==> config.mk <==
export PLATFORM = sky130hd
export DESIGN_NAME = charger_command_frame_controller
export DESIGN_NICKNAME = d
export VERILOG_FILES = /design/src/rtl/core/ccfc_pkg.sv /design/src/rtl/core/charger_command_frame_controller.sv
export SDC_FILE = /design/constraint.sdc
export NUM_CORES = 1
export LEC_CHECK = 0
export BUFFER_PORTS_ARGS = -buffer_cell sky130_fd_sc_hd__clkbuf_2
export CAP_MARGIN = 20
export CORE_MARGIN = 3
export CORE_UTILIZATION = 40
export CTS_CLUSTER_DIAMETER = 50
export DETAILED_ROUTE_END_ITERATION = 10
export GPL_ROUTABILITY_DRIVEN = 0
export SYNTH_ARGS = -nofsm -noshare
export SYNTH_HDL_FRONTEND = slang
export SYNTH_SLANG_ARGS = --single-unit
==> constraint.sdc <==
create_clock -name clk -period 3.01 [get_ports clk]
set_input_delay 0 -clock clk [delete_from_list [all_inputs] [get_ports clk]]
set_output_delay 0 -clock clk [all_outputs]
set_load 0.005 [all_outputs]
==> src/rtl/core/ccfc_pkg.sv <==
package ccfc_pkg;

  // Frame delimiters and command letters.
  localparam logic [7:0] CH_START  = 8'h24;  // '$'
  localparam logic [7:0] CH_END    = 8'h23;  // '#'
  localparam logic [7:0] CH_ZERO   = 8'h30;  // '0'
  localparam logic [7:0] CH_ONE    = 8'h31;
  localparam logic [7:0] CH_TWO    = 8'h32;
  localparam logic [7:0] CH_FOUR   = 8'h34;
  localparam logic [7:0] CH_SIX    = 8'h36;
  localparam logic [7:0] CH_EIGHT  = 8'h38;
  localparam logic [7:0] CH_C      = 8'h43;
  localparam logic [7:0] CH_D      = 8'h44;
  localparam logic [7:0] CH_E      = 8'h45;
  localparam logic [7:0] CH_G      = 8'h47;
  localparam logic [7:0] CH_I      = 8'h49;
  localparam logic [7:0] CH_L      = 8'h4C;
  localparam logic [7:0] CH_M      = 8'h4D;
  localparam logic [7:0] CH_N      = 8'h4E;
  localparam logic [7:0] CH_O      = 8'h4F;
  localparam logic [7:0] CH_S      = 8'h53;

  // Limit settings that a LIM command may request, in amps.
  localparam logic [4:0] AMPS_0  = 5'd0;
  localparam logic [4:0] AMPS_8  = 5'd8;
  localparam logic [4:0] AMPS_16 = 5'd16;
  localparam logic [4:0] AMPS_24 = 5'd24;

  typedef enum logic [2:0] {
    LIFE_WAITING = 3'b001,
    LIFE_ACTIVE  = 3'b010,
    LIFE_ENDED   = 3'b100
  } life_t;

  // Encoded lifecycle as reported on the result channel.
  localparam logic [1:0] LC_WAITING = 2'd0;
  localparam logic [1:0] LC_ACTIVE  = 2'd1;
  localparam logic [1:0] LC_ENDED   = 2'd2;

  typedef enum logic [1:0] {
    PEND_NONE = 2'd0,
    PEND_CON  = 2'd1,
    PEND_DIS  = 2'd2,
    PEND_LIM  = 2'd3
  } pend_t;

  localparam logic [1:0] REPORT_NONE   = 2'd0;
  localparam logic [1:0] REPORT_ACK    = 2'd1;
  localparam logic [1:0] REPORT_STATUS = 2'd2;

  localparam logic [1:0] ACK_GO   = 2'd0;
  localparam logic [1:0] ACK_CON  = 2'd1;
  localparam logic [1:0] ACK_DIS  = 2'd2;
  localparam logic [1:0] ACK_LIM  = 2'd3;

  localparam logic CMD_BYTE = 1'b0;

endpackage

==> src/rtl/core/charger_command_frame_controller.sv <==
// Charger command frame controller.
// The item channel (item_valid/item_ready) carries one beat per received
// serial byte (cmd 0) or per 100 ms tick (cmd 1), together with the latest
// sensor reading, thermal band character and thermal current cap.
// Bytes are assembled into '$' body '#' frames; GO, END, CONn, DISn and
// LIMdd are decoded when the closing '#' arrives. In-run commands are held
// until the next tick of the active phase, which applies them and reports
// either an acknowledge or a status beat.
// The result channel (result_valid/result_ready) returns exactly one beat
// for every accepted item, including beats whose report_kind is zero.
// The result of an item is registered at the edge that accepts it. Throughput
// is one item per cycle while the receiver takes each result; all decode work
// is a single pass of logic between the accepted beat and the result register.
// If the receiver stalls, the result register holds its beat and
// item_ready stays low until it is taken; a beat is accepted in the same
// cycle that the waiting result is taken.
// Reset puts the lifecycle in waiting, clears the port mask, the pending
// command, the requested limit and the frame assembler, and empties the
// result register. Body bytes need no reset.
module charger_command_frame_controller #(
  parameter int BODY_MAX          = 8,
  parameter int CONVERSION_PERIOD = 5
) (
  input  logic       clk,
  input  logic       rst,

  input  logic       item_valid,
  output logic       item_ready,
  input  logic       cmd,
  input  logic [7:0] rx_byte,
  input  logic       rx_frame_error,
  input  logic [9:0] sensor_reading,
  input  logic [7:0] thermal_band_char,
  input  logic [4:0] thermal_limit_cap,

  output logic       result_valid,
  input  logic       result_ready,
  output logic [1:0] report_kind,
  output logic [1:0] ack_number,
  output logic [7:0] band_out,
  output logic [9:0] reading_out,
  output logic [2:0] ports_connected,
  output logic [4:0] effective_limit,
  output logic       start_conversion,
  output logic [1:0] lifecycle
);
  import ccfc_pkg::*;

  localparam int LEN_W = $clog2(BODY_MAX + 1);
  localparam int IDX_W = $clog2(BODY_MAX);
  localparam int DIV_W = $clog2(CONVERSION_PERIOD + 1);

  // State.
  life_t            life_state, life_state_next;
  logic [2:0]       port_mask, port_mask_next;
  pend_t            pending_kind, pending_kind_next;
  logic [4:0]       pending_value, pending_value_next;
  logic             ack_waiting, ack_waiting_next;
  logic [1:0]       ack_value, ack_value_next;
  logic [DIV_W-1:0] conversion_divider, conversion_divider_next;
  logic [4:0]       requested_amps, requested_amps_next;
  logic             in_frame, in_frame_next;
  logic [LEN_W-1:0] body_length, body_length_next;
  logic [7:0]       body_bytes [BODY_MAX];

  logic             accept;
  logic             body_write;
  logic             start_next;
  logic [1:0]       kind_next;
  logic [1:0]       ackn_next;
  logic [7:0]       band_next;
  logic [9:0]       reading_next;
  logic [4:0]       eff_next;
  logic [1:0]       life_code_next;
  logic [2:0]       port_bit;
  logic [DIV_W-1:0] div_inc;

  // Frame pattern matches on the held body.
  logic is_go, is_end, is_condis, is_lim, port_ok, lim_ok;

  assign accept     = item_valid && item_ready;
  assign item_ready = !result_valid || result_ready;

  always_comb begin
    is_go  = (body_length == LEN_W'(2)) && body_bytes[0] == CH_G && body_bytes[1] == CH_O;
    is_end = (body_length == LEN_W'(3)) && body_bytes[0] == CH_E
             && body_bytes[1] == CH_N && body_bytes[2] == CH_D;
    is_condis = (body_length == LEN_W'(4))
                && ((body_bytes[0] == CH_C && body_bytes[1] == CH_O && body_bytes[2] == CH_N)
                 || (body_bytes[0] == CH_D && body_bytes[1] == CH_I && body_bytes[2] == CH_S));
    port_ok = (body_bytes[3] == CH_ZERO) || (body_bytes[3] == CH_ONE)
              || (body_bytes[3] == CH_TWO);
    is_lim = (body_length == LEN_W'(5)) && body_bytes[0] == CH_L
             && body_bytes[1] == CH_I && body_bytes[2] == CH_M;
    lim_ok = (body_bytes[3] == CH_ZERO && body_bytes[4] == CH_ZERO)
          || (body_bytes[3] == CH_ZERO && body_bytes[4] == CH_EIGHT)
          || (body_bytes[3] == CH_ONE  && body_bytes[4] == CH_SIX)
          || (body_bytes[3] == CH_TWO  && body_bytes[4] == CH_FOUR);
  end

  // Port bit of the pending command; an index of three selects no port.
  always_comb begin
    case (pending_value[1:0])
      2'd0:    port_bit = 3'b001;
      2'd1:    port_bit = 3'b010;
      2'd2:    port_bit = 3'b100;
      default: port_bit = 3'b000;
    endcase
  end

  assign div_inc = conversion_divider + DIV_W'(1);

  always_comb begin
    life_state_next         = life_state;
    port_mask_next          = port_mask;
    pending_kind_next       = pending_kind;
    pending_value_next      = pending_value;
    ack_waiting_next        = ack_waiting;
    ack_value_next          = ack_value;
    conversion_divider_next = conversion_divider;
    requested_amps_next     = requested_amps;
    in_frame_next           = in_frame;
    body_length_next        = body_length;
    body_write              = 1'b0;
    start_next              = 1'b0;
    kind_next               = REPORT_NONE;
    ackn_next               = ACK_GO;
    band_next               = '0;
    reading_next            = '0;

    if (cmd == CMD_BYTE) begin
      if (!rx_frame_error && life_state != LIFE_ENDED) begin
        if (rx_byte == CH_START) begin
          in_frame_next    = 1'b1;
          body_length_next = '0;
        end else if (in_frame) begin
          if (rx_byte == CH_END) begin
            in_frame_next = 1'b0;
            if (is_go) begin
              if (life_state == LIFE_WAITING) begin
                life_state_next         = LIFE_ACTIVE;
                ack_waiting_next        = 1'b1;
                ack_value_next          = ACK_GO;
                conversion_divider_next = '0;
                start_next              = 1'b1;
              end
            end else if (is_end) begin
              if (life_state == LIFE_ACTIVE) begin
                life_state_next = LIFE_ENDED;
              end
            end else if (life_state == LIFE_ACTIVE) begin
              if (is_condis && port_ok) begin
                pending_kind_next  = (body_bytes[0] == CH_C) ? PEND_CON : PEND_DIS;
                pending_value_next = {3'b000, body_bytes[3][1:0]};
              end else if (is_lim && lim_ok) begin
                pending_kind_next = PEND_LIM;
                case (body_bytes[3])
                  CH_ONE:  pending_value_next = AMPS_16;
                  CH_TWO:  pending_value_next = AMPS_24;
                  default: pending_value_next = (body_bytes[4] == CH_EIGHT) ? AMPS_8 : AMPS_0;
                endcase
              end
            end
          end else if (body_length >= LEN_W'(BODY_MAX)) begin
            // Overlong body: drop the frame and wait for the next start mark.
            in_frame_next = 1'b0;
          end else begin
            body_write       = 1'b1;
            body_length_next = body_length + LEN_W'(1);
          end
        end
      end
    end else if (life_state == LIFE_ACTIVE) begin
      unique case (pending_kind)
        PEND_CON: begin
          if (port_bit != 3'b000 && (port_mask & port_bit) == 3'b000) begin
            port_mask_next   = port_mask | port_bit;
            ack_waiting_next = 1'b1;
            ack_value_next   = ACK_CON;
          end
        end
        PEND_DIS: begin
          if ((port_mask & port_bit) != 3'b000) begin
            port_mask_next   = port_mask & ~port_bit;
            ack_waiting_next = 1'b1;
            ack_value_next   = ACK_DIS;
          end
        end
        PEND_LIM: begin
          if (requested_amps != pending_value) begin
            requested_amps_next = pending_value;
            ack_waiting_next    = 1'b1;
            ack_value_next      = ACK_LIM;
          end
        end
        default: begin
        end
      endcase
      pending_kind_next = PEND_NONE;

      // An acknowledge still owed, from GO or from this tick, wins over status.
      if (ack_waiting_next) begin
        kind_next        = REPORT_ACK;
        ackn_next        = ack_value_next;
        ack_waiting_next = 1'b0;
      end else begin
        kind_next    = REPORT_STATUS;
        band_next    = thermal_band_char;
        reading_next = sensor_reading;
      end

      if (div_inc >= DIV_W'(CONVERSION_PERIOD)) begin
        conversion_divider_next = '0;
        start_next              = 1'b1;
      end else begin
        conversion_divider_next = div_inc;
      end
    end
  end

  assign eff_next = (requested_amps_next < thermal_limit_cap) ? requested_amps_next
                                                              : thermal_limit_cap;

  always_comb begin
    unique case (life_state_next)
      LIFE_WAITING: life_code_next = LC_WAITING;
      LIFE_ACTIVE:  life_code_next = LC_ACTIVE;
      LIFE_ENDED:   life_code_next = LC_ENDED;
      default:      life_code_next = LC_WAITING;
    endcase
  end

  always_ff @(posedge clk) begin
    if (rst) begin
      life_state         <= LIFE_WAITING;
      port_mask          <= '0;
      pending_kind       <= PEND_NONE;
      pending_value      <= '0;
      ack_waiting        <= 1'b0;
      ack_value          <= ACK_GO;
      conversion_divider <= '0;
      requested_amps     <= '0;
      in_frame           <= 1'b0;
      body_length        <= '0;
    end else if (accept) begin
      life_state         <= life_state_next;
      port_mask          <= port_mask_next;
      pending_kind       <= pending_kind_next;
      pending_value      <= pending_value_next;
      ack_waiting        <= ack_waiting_next;
      ack_value          <= ack_value_next;
      conversion_divider <= conversion_divider_next;
      requested_amps     <= requested_amps_next;
      in_frame           <= in_frame_next;
      body_length        <= body_length_next;
    end
  end

  always_ff @(posedge clk) begin
    if (accept && body_write) begin
      body_bytes[body_length[IDX_W-1:0]] <= rx_byte;
    end
  end

  always_ff @(posedge clk) begin
    if (rst) begin
      result_valid <= 1'b0;
    end else if (accept) begin
      result_valid <= 1'b1;
    end else if (result_ready) begin
      result_valid <= 1'b0;
    end
  end

  always_ff @(posedge clk) begin
    if (accept) begin
      report_kind      <= kind_next;
      ack_number       <= ackn_next;
      band_out         <= band_next;
      reading_out      <= reading_next;
      ports_connected  <= port_mask_next;
      effective_limit  <= eff_next;
      start_conversion <= start_next;
      lifecycle        <= life_code_next;
    end
  end

endmodule
* Word-level counts from Yosys, hierarchy flattened *
Memories as Yosys holds them, arrays and structs flattened.
Cells that the tools add are included.

storage, ports and cells
  register bits after elaboration = 63
  memory bits (writable) = 64
  input port bits = 37
  output and inout port bits = 35
  word-level logic and storage cells = 226
  memories kept = 1

memory list
  memory      words  bits a word  rd ports  clocked after memory_dff  wr ports  RTL line                                text
  body_bytes  8      8            5         0                         1         charger_command_frame_controller.sv:64  logic [7:0] body_bytes [BODY_MAX];

operators by class
  $add $sub $neg = 2
  $lt $le $gt $ge = 3
  eq/ne operators = 42
  multiplexer cells = 97
  bitwise operators = 9
  reductions and logical operators = 53

operators with widths
  cell                                           number
  == test 8 x 7 -> 1 bit, second input constant  12
  == test 8 x 6 -> 1 bit, second input constant  9
  two-way mux 3 bit                              22
  two-way mux 2 bit                              24
  two-way mux 5 bit                              7
  two-way mux 1 bit                              33
  logical AND 1 bit                              23
  two-way mux 4 bit                              5
  nonzero test 2 bit                             8
  != test 2 bit, second input constant           5
  case mux 5 bit (2 select lines)                1
  AND reduction 10 bit                           1
  case mux 3 bit (3 select lines)                1
  AND reduction 9 bit                            1
  nonzero test 3 bit                             3
  == test 4 x 2 -> 1 bit, second input constant  2
  == test 4 x 3 -> 1 bit, second input constant  2
  AND reduction 8 bit                            1
  logical OR 1 bit                               7
  bitwise AND 3 bit                              2
  == test 2 bit, second input constant           3
  == test 3 x 2 -> 1 bit, second input constant  2
  case mux 2 bit (3 select lines)                1
  case mux 3 bit (2 select lines)                1
  other kinds (23)                               30

* Logic depth before layout (Yosys ltp) *
Gate-level depths: netlist of the first run.

  depth in word-level cells = 16
  gate-level depth with buffers = 10
  mapped depth without buffers = 9

* Worst setup path after synthesis of the first run *
Ideal clock, no wire load.

  path type = reg-to-reg
  start = reg result_valid
  end = mem body_bytes[4][0] (enable)
  setup time = 0.385 ns
  arrival time = 2.300 ns
  required time = 2.625 ns
  setup slack = 0.325 ns
  cell stages (with the launch flop) = 7
  path buffers = 0
  clock period less this slack = 2.685 ns
  path through = dfxtp_1 nand2b_1 nand2_1 or4_1 nor3b_2 nand2_1 nor3b_1

between the ends
  word-level cells in the longest chain between the ends = 6

ends and longest elaborated chain
  element                                  RTL line                                 text
  from (decl)                              charger_command_frame_controller.sv:36   output logic result_valid,
  from (signal assigned)                   charger_command_frame_controller.sv:267  result_valid <= 1'b0;
  from (signal assigned)                   charger_command_frame_controller.sv:269  result_valid <= 1'b1;
  from (signal assigned)                   charger_command_frame_controller.sv:271  result_valid <= 1'b0;
  logical NOT 1 bit                        charger_command_frame_controller.sv:82   assign item_ready = !result_valid || result_ready;
  logical OR 1 bit                         charger_command_frame_controller.sv:82
  named net item_ready                     charger_command_frame_controller.sv:28   output logic item_ready,
  logical AND 1 bit                        charger_command_frame_controller.sv:81   assign accept = item_valid && item_ready;
  logical AND 1 bit                        charger_command_frame_controller.sv:260  if (accept && body_write) begin
  two-way mux 1 bit                        charger_command_frame_controller.sv:260
  two-way mux 1 bit (not written as such)  charger_command_frame_controller.sv:261  body_bytes[body_length[IDX_W-1:0]] <= rx_byte;
  to (decl)                                charger_command_frame_controller.sv:64

The timed path passes the listed nets, and every way through them passes these cells.

* Worst setup path after layout of the first run *
  start = reg life_state[1]
  end = reg effective_limit[2], data pin

between the ends
  word-level cells in the longest chain between the ends = 5

ends and longest elaborated chain
  element                           RTL line                                 text
  from (decl)                       charger_command_frame_controller.sv:54   life_t life_state, life_state_next;
  from (signal assigned)            charger_command_frame_controller.sv:246  life_state <= life_state_next;
  == test 3 x 2 -> 1 bit            charger_command_frame_controller.sv:173  end else if (life_state == LIFE_ACTIVE) begin
  two-way mux 5 bit                 charger_command_frame_controller.sv:173
  two-way mux 5 bit                 charger_command_frame_controller.sv:131  if (cmd == CMD_BYTE) begin
  named net requested_amps_next[3]  charger_command_frame_controller.sv:61   logic [4:0] requested_amps, requested_amps_next;
  less-than comparator 5 bit        charger_command_frame_controller.sv:221  assign eff_next = (requested_amps_next < thermal_limit_cap) ? requested_amps_next
  two-way mux 5 bit                 charger_command_frame_controller.sv:221
  named net eff_next[2]             charger_command_frame_controller.sv:73   logic [4:0] eff_next;
  to (signal assigned)              charger_command_frame_controller.sv:282  effective_limit <= eff_next;
  to (decl)                         charger_command_frame_controller.sv:43   output logic [4:0] effective_limit,

The timed path passes the listed nets, and every way through them passes these cells.
A chain may end at the register's enable or synchronous reset.

==> results by group, run 1 <==
Global routing
  • GRT overflow: 0
  • Largest net degree at the start of global routing: 30
  • Gr usage total: between 15 and 20%
  • Grt met2 use: roughly 28%
  • GR peak layer: met2
  • First-pass GRT wire length: 17780 microns
  • Met3 usage: roughly 4.1%
  • Vias in the first global route: between 3000 and 4000
  • Initial antenna violation count: 0
  • Met1 Use GR: a little over a fifth

STA
  • Worst Tran Pin Value: between 0.6 and 0.7 ns
  • Max_slew headroom: between 50 and 60%
  • Worst Clk Skew: roughly 0.0098 ns
  • Worst Hold Slack: ~0.034 ns
  • Max frequency: 367.2 MHz
  • Slew Limit Fails: 0
  • Setup-failing EPs final: 0
  • TNS Setup: 0 ns
  • Ratio of final minimum period to clock period: around nine tenths
  • RSZ-0062 raised after global routing: no
  • Fin. Hold Viols: 0
  • Tmin final: 2.724 ns

Power
  • VDD IR max: between 300 and 400 uV
  • Cell Pwr Density: 467.6 mW/mm^2
  • Leak: 2.278 nW

Synthesis
  • Cell count after synthesis: approximately 430
  • #FFs+latches synth: 102
  • Post-synth ARST share: 0%
  • Mean Syn Cell Area: 11.26 sq um
  • Cell Area, Synth: 0.004863 sq mm
  • Ys flop type: edfxtp_1
  • Post-synth EDFFs: 73
  • Yosys cell types: 64
  • Register area share after synthesis: a little under three fifths
  • Synth Net Count: 483
  • Synth warn: 0

Floorplan
  • Chip height: 116.3 microns
  • Row count: 39
  • Core region area: 0.01166 sq mm
  • DIE AREA: roughly 0.014 sq mm
  • I/O pin cnt: 72
  • Die width: roughly 120 microns
  • Starting Density: a little over two fifths

Worst setup path
  • CP Class: register to register
  • Critical Path End Type: register
  • Critical Path AT: about 2.8 ns
  • Crit path required time: a little over 3 ns
  • Startpoint class of the critical path: register
  • Worst-path maximum fanout: 7

Final layout
  • Commonest non-fill, non-tap cells in the layout: 73 x edfxtp_1, 71 x clkbuf_2, 39 x nand2_1
  • Fin nets: 599
  • Post-layout util: between 50% and 60%
  • Layout cells sized above 1: 22.10%
  • Layout overhead on the synthesized area: 24.72%
  • Commonest non-fill, non-tap cell in the layout: edfxtp_1
  • Ant diodes: 0

Min path
  • Hold WC Path Type: primary input to register

Run status
  • Status: finished, final reports clean

CTS
  • Clock transition at path regs: around 0.06 ns
  • Skew-Pair Late Insertion Delay: between 0.3 and 0.4 ns
  • H-tree depth: 3
  • CTS tree: built
  • Worst-case clock buffer depth: 2
  • Root buffer cell: clkbuf_16
  • Cts bufs inserted: 9
  • Setup bufs post-CTS: 0
  • Clk sink count: roughly 100

Run
  • Max-Cap Viols: 0

Route
  • DR vias: 3685
  • Via/cell ratio: 5.302
  • Pre-antenna DRT Iters: 4
  • DRC violations left: 0
  • Wire length per cell: around 16 microns
  • Total routed wirelength: 10870 microns
  • Initial detailed-routing violation count: 214
  • Number of routed nets with antenna violations: 0

Placed design
  • Post-DP HPWL: about 7800 microns
  • Port bufs: 71
## through the flow
step / cell area (sq um) / power [mW] / cells / setup slack (ns)
floorplan: 4863 / 1.614 / 432 / 0.3246
global placement: 5436 / 1.690 / 647 / 0.3284
detailed placement: 5436 / 1.692 / 647 / 0.2677
CTS: 6052 / 2.877 / 694 / 0.2559
global route: 6066 / 2.944 / 695 / 0.02873
finish: 6066 / 2.837 / 695 / 0.2864
## cells by family (layout without fill, tap and decap cells)
group / after synthesis / count (layout) / share of synthesized area [%]
adders and majority gates: 14 / 14 / 3.602
muxes: 10 / 10 / 2.238
AOI/OAI and AO/OA: 69 / 69 / 10.03
buffers and inverters: 36 / 156 / 2.984
and+or+nand+nor: 195 / 195 / 23.05
xor gates and xnor gates: 6 / 6 / 1.081
DFF: 102 / 102 / 57.01
## path summary, 6_finish.rpt
path	from	cells past startpoint	slack, ns	end
hold / removal	result_ready	3	0.03	result_valid
setup / recovery	life_state[1]	8	0.29	effective_limit[2]
hold reg to reg	ack_value[1]	2	0.47	ack_value[1]
setup reg to reg	life_state[1]	8	0.29	effective_limit[2]
## area by class of cell
class	count	area [sq um]
clock buffer	9	225.2
inverter	25	93.84
timing repair buffer	116	773.2
sequential	102	2773
multi-input combinational	294	1952
fill	1032	5597
clock inverter	6	70.07
tap	143	178.9
## sequential cells by signal, summed over array words and instances (netlist names), 3 cells and up
signal and count:
effective_limit 5, ports_connected 3, body_bytes 40, reading_out 10, requested_amps 5, band_out 8, port_mask 3, pending_value 4
body_length 4, life_state 3, conversion_divider 3
## critical path: stages, from the launching register on
cell and delay [ns]:
dfxtp_1 0.43, nor4bb_2 0.35, nand2_1 0.13, mux2_2 0.33, ha_1 0.30, a21oi_1 0.16, nand2_1 0.08, o221ai_2 0.31
mux2_2 0.38
## synthesized netlist by cell type, types with 5 or more instances
cell type | count | share of area [%]
nand4_1 | 6 | 0.77
edfxtp_1 | 73 | 45
mux2_2 | 7 | 1.6
nor4bb_1 | 5 | 1.0
and2_1 | 21 | 2.7
o21ai_0 | 14 | 1.4
nor2_1 | 33 | 2.5
inv_1 | 24 | 1.9
clkbuf_1 | 8 | 0.62
ha_1 | 14 | 3.6
dfxtp_1 | 29 | 12
nor3b_1 | 7 | 1.1
nand3b_1 | 5 | 0.77
a21oi_1 | 25 | 2.6
nand2_1 | 39 | 3.0
nand2b_1 | 5 | 0.64
nor3_1 | 18 | 1.9
nand3_1 | 16 | 1.6
nor4_1 | 6 | 0.77
## power by group
group | internal (mW) | switching [mW] | leakage (nW)
Combinational | 0.0768 | 0.0786 | 1.22
Clock | 0.647 | 0.500 | 0.140
Sequential | 1.53 | 0.00818 | 0.921
Total | 2.25 | 0.586 | 2.28
## timing repair
action | in CTS | in global routing
endpoints found under the setup margin | 0 | 4
resized for setup | 0 | 1
hold buffers | 32 | 0
endpoints found under the hold margin | 64 | 0
## layer usage
| layer | share of wire [%] | vias up |
|---|---|---|
| met4 | 0.99 | 0 |
| met5 | 0 | - |
| met3 | 4.4 | 6 |
| met2 | 49 | 93 |
| li1 | - | 1840 |
| met1 | 45 | 1746 |
Power figures use the tool's default switching activity.
==> inputs of run 2 (changes only) <==
Settings changed: CTS_BUF_LIST from default to sky130_fd_sc_hd__clkbuf_4 sky130_fd_sc_hd__clkbuf_8.
==> results by group, run 2 (same netlist as run 1, synthesis figures left out) <==
Run status
  • Status: finished, final reports clean

Route
  • Wire length per cell: between 15 and 20 microns
  • Length of routed wiring on met1: approximately 4800 microns
  • Total routed wirelength: around 11000 microns
  • Initial detailed-routing violation count: around 220
  • DR vias: between 3000 and 4000
  • Number of routed nets with antenna violations: 0
  • Top sig layer: met4
  • DRC violations left: 0
  • Met2 wire len: 5322 microns
  • Met3 wire len: 525 microns
  • Via/cell ratio: between 5 and 6
  • Pre-antenna DRT Iters: 5

STA
  • RSZ-0062 raised after global routing: no
  • Worst Hold Slack: 0.08139 ns
  • Ratio of final minimum period to clock period: approximately 90%
  • Worst Tran Pin Value: slightly below 0.7 ns
  • Max frequency: roughly 370 MHz
  • TNS Setup: 0 ns
  • Max_slew headroom: a little over half
  • Slew Limit Fails: 0
  • Worst Clk Skew: 0.01577 ns
  • Tmin final: roughly 2.7 ns
  • Setup-failing EPs final: 0
  • Fin. Hold Viols: 0

Global routing
  • Vias in the first global route: 3660
  • GRT overflow: 0
  • Gr usage total: between 15 and 20%
  • First-pass GRT wire length: approximately 18000 microns
  • Initial antenna violation count: 0
  • Largest net degree at the start of global routing: 30

Floorplan
  • Core region area: roughly 0.012 sq mm
  • I/O pin cnt: 72
  • Chip height: ~120 microns
  • Row count: 39
  • Die width: 116.3 microns
  • Starting Density: approximately two fifths
  • DIE AREA: ~0.014 sq mm

Final layout
  • Layout overhead on the synthesized area: 22.85%
  • Commonest non-fill, non-tap cell in the layout: edfxtp_1
  • Commonest non-fill, non-tap cells in the layout: 73 x edfxtp_1, 71 x clkbuf_2, 39 x nand2_1
  • Fin nets: 600
  • Layout cells sized above 1: roughly 22%
  • Layout Cells excl Fill: 696
  • Layout fillers: between 1000 and 1500
  • Ant diodes: 0
  • Largest register FFs: 40

Worst setup path
  • Worst path cell trace: nor4bb_2 > nand2_1 > mux2_2 > ha_1 > a21oi_1 > nand2_1 > o221ai_2 > mux2_2
  • Crit path to: effective_limit[2]
  • Startpoint class of the critical path: register
  • Worst path bufs/invs: 0
  • CP startpoint: life_state[1]
  • R2r setup slk: approximately 0.29 ns
  • Critical Path Slowest Stage Cell: dfxtp_1
  • Critical Path AT: ~2.9 ns
  • Worst path depth: 8
  • Crit path required time: 3.14 ns
  • RR Endpoint: effective_limit[2]
  • CP Class: register to register
  • CP top delay family: multiplexers
  • R2R cell count: 8
  • CP peak stage delay: 0.43 ns
  • R2R Path Start: life_state[1]
  • Critical Path End Type: register
  • Worst-path maximum fanout: 7

CTS
  • H-tree depth: 3
  • Cts bufs inserted: 9
  • CTS tree: built
  • Clk sink count: between 100 and 150
  • Clock transition at path regs: roughly 0.090 ns
  • Skew-Pair Late Insertion Delay: 0.38 ns
  • Setup bufs post-CTS: 0
  • Worst-case clock buffer depth: 2
  • Root buffer cell: clkbuf_8

Power
  • VDD IR max: about 360 uV
  • Cell Pwr Density: approximately 430 mW/mm^2
  • Leak: between 2 and 2.5 nW

Run
  • Max-Cap Viols: 0

Placed design
  • Port bufs: 71
  • Post-DP HPWL: 7838 microns
  • Placed cells: between 600 and 700

Min path
  • Cells on Worst Hold Path: 4
  • Hold WC Path Type: primary input to register
run 2: changes by cell type in the layout (fill, tap and decap cells not counted):
cell           change
clkbuf_8           +9
dlygate4sd3_1      +1
clkbuf_16          -9
run 2: per-layer routing:
metal / track usage [%] / vias up
li1: - / 1840
met1: 21.33 / 1740
met2: 28.26 / 88
met3: 4.145 / 9
met4: 5.878 / 0
met5: 0 / -
run 2: worst min path at each step:
stage / startpoint / to / slack (ns)
2_1_floorplan: rx_byte[0] / body_bytes[0][0] / 0.1
3_3_place_gp: item_valid / result_valid / 0.26
3_5_place_dp: item_valid / result_valid / 0.27
4_1_cts: cmd / ack_value[0] / 0.06
5_1_grt: cmd / ack_value[0] / 0.08
6_report: cmd / ack_value[0] / 0.08
run 2: power by group:
| group | total (mW) | leakage (nW) | switching, mW | internal, mW |
|---|---|---|---|---|
| Combinational | 0.156 | 1.22 | 0.0787 | 0.0778 |
| Clock | 0.859 | 0.0936 | 0.472 | 0.387 |
| Sequential | 1.53 | 0.921 | 0.00823 | 1.53 |
| Total | 2.55 | 2.24 | 0.559 | 1.99 |
run 2: layout make-up:
type	count	area, sq um	share of cell area (%)
timing repair buffer	117	783.3	13.11
tap	143	178.9	2.995
clock buffer	9	123.9	2.073
sequential	102	2773	46.41
clock inverter	6	70.07	1.173
inverter	25	93.84	1.571
multi-input combinational	294	1952	32.67
run 2: timing repair:
action / 4_1_cts / 5_1_grt
resized for setup: 0 / 1
hold buffers: 33 / 0
endpoints found under the hold margin: 64 / 0
endpoints found under the setup margin: 0 / 4
run 2: worst reg2reg max path: cells and delay by family, from the launching register on:
family / cells / cell delay [ns]
AOI/OAI and AO/OA: 2 / 0.47
and+or+nand+nor: 3 / 0.56
adders and majority gates: 1 / 0.30
muxes: 2 / 0.71
DFF: 1 / 0.43
run 2: through the flow:
step	util, %	setup WS [ns]	cell area [sq um]	power, mW
3_3_place_gp	46.62	0.3284	5436	1.690
4_1_cts	51.11	0.2529	5961	2.579
6_report	51.23	0.2929	5974	2.549
3_5_place_dp	46.62	0.2677	5436	1.692
5_1_grt	51.23	0.01927	5974	2.652
2_1_floorplan	-	0.3246	4863	1.614
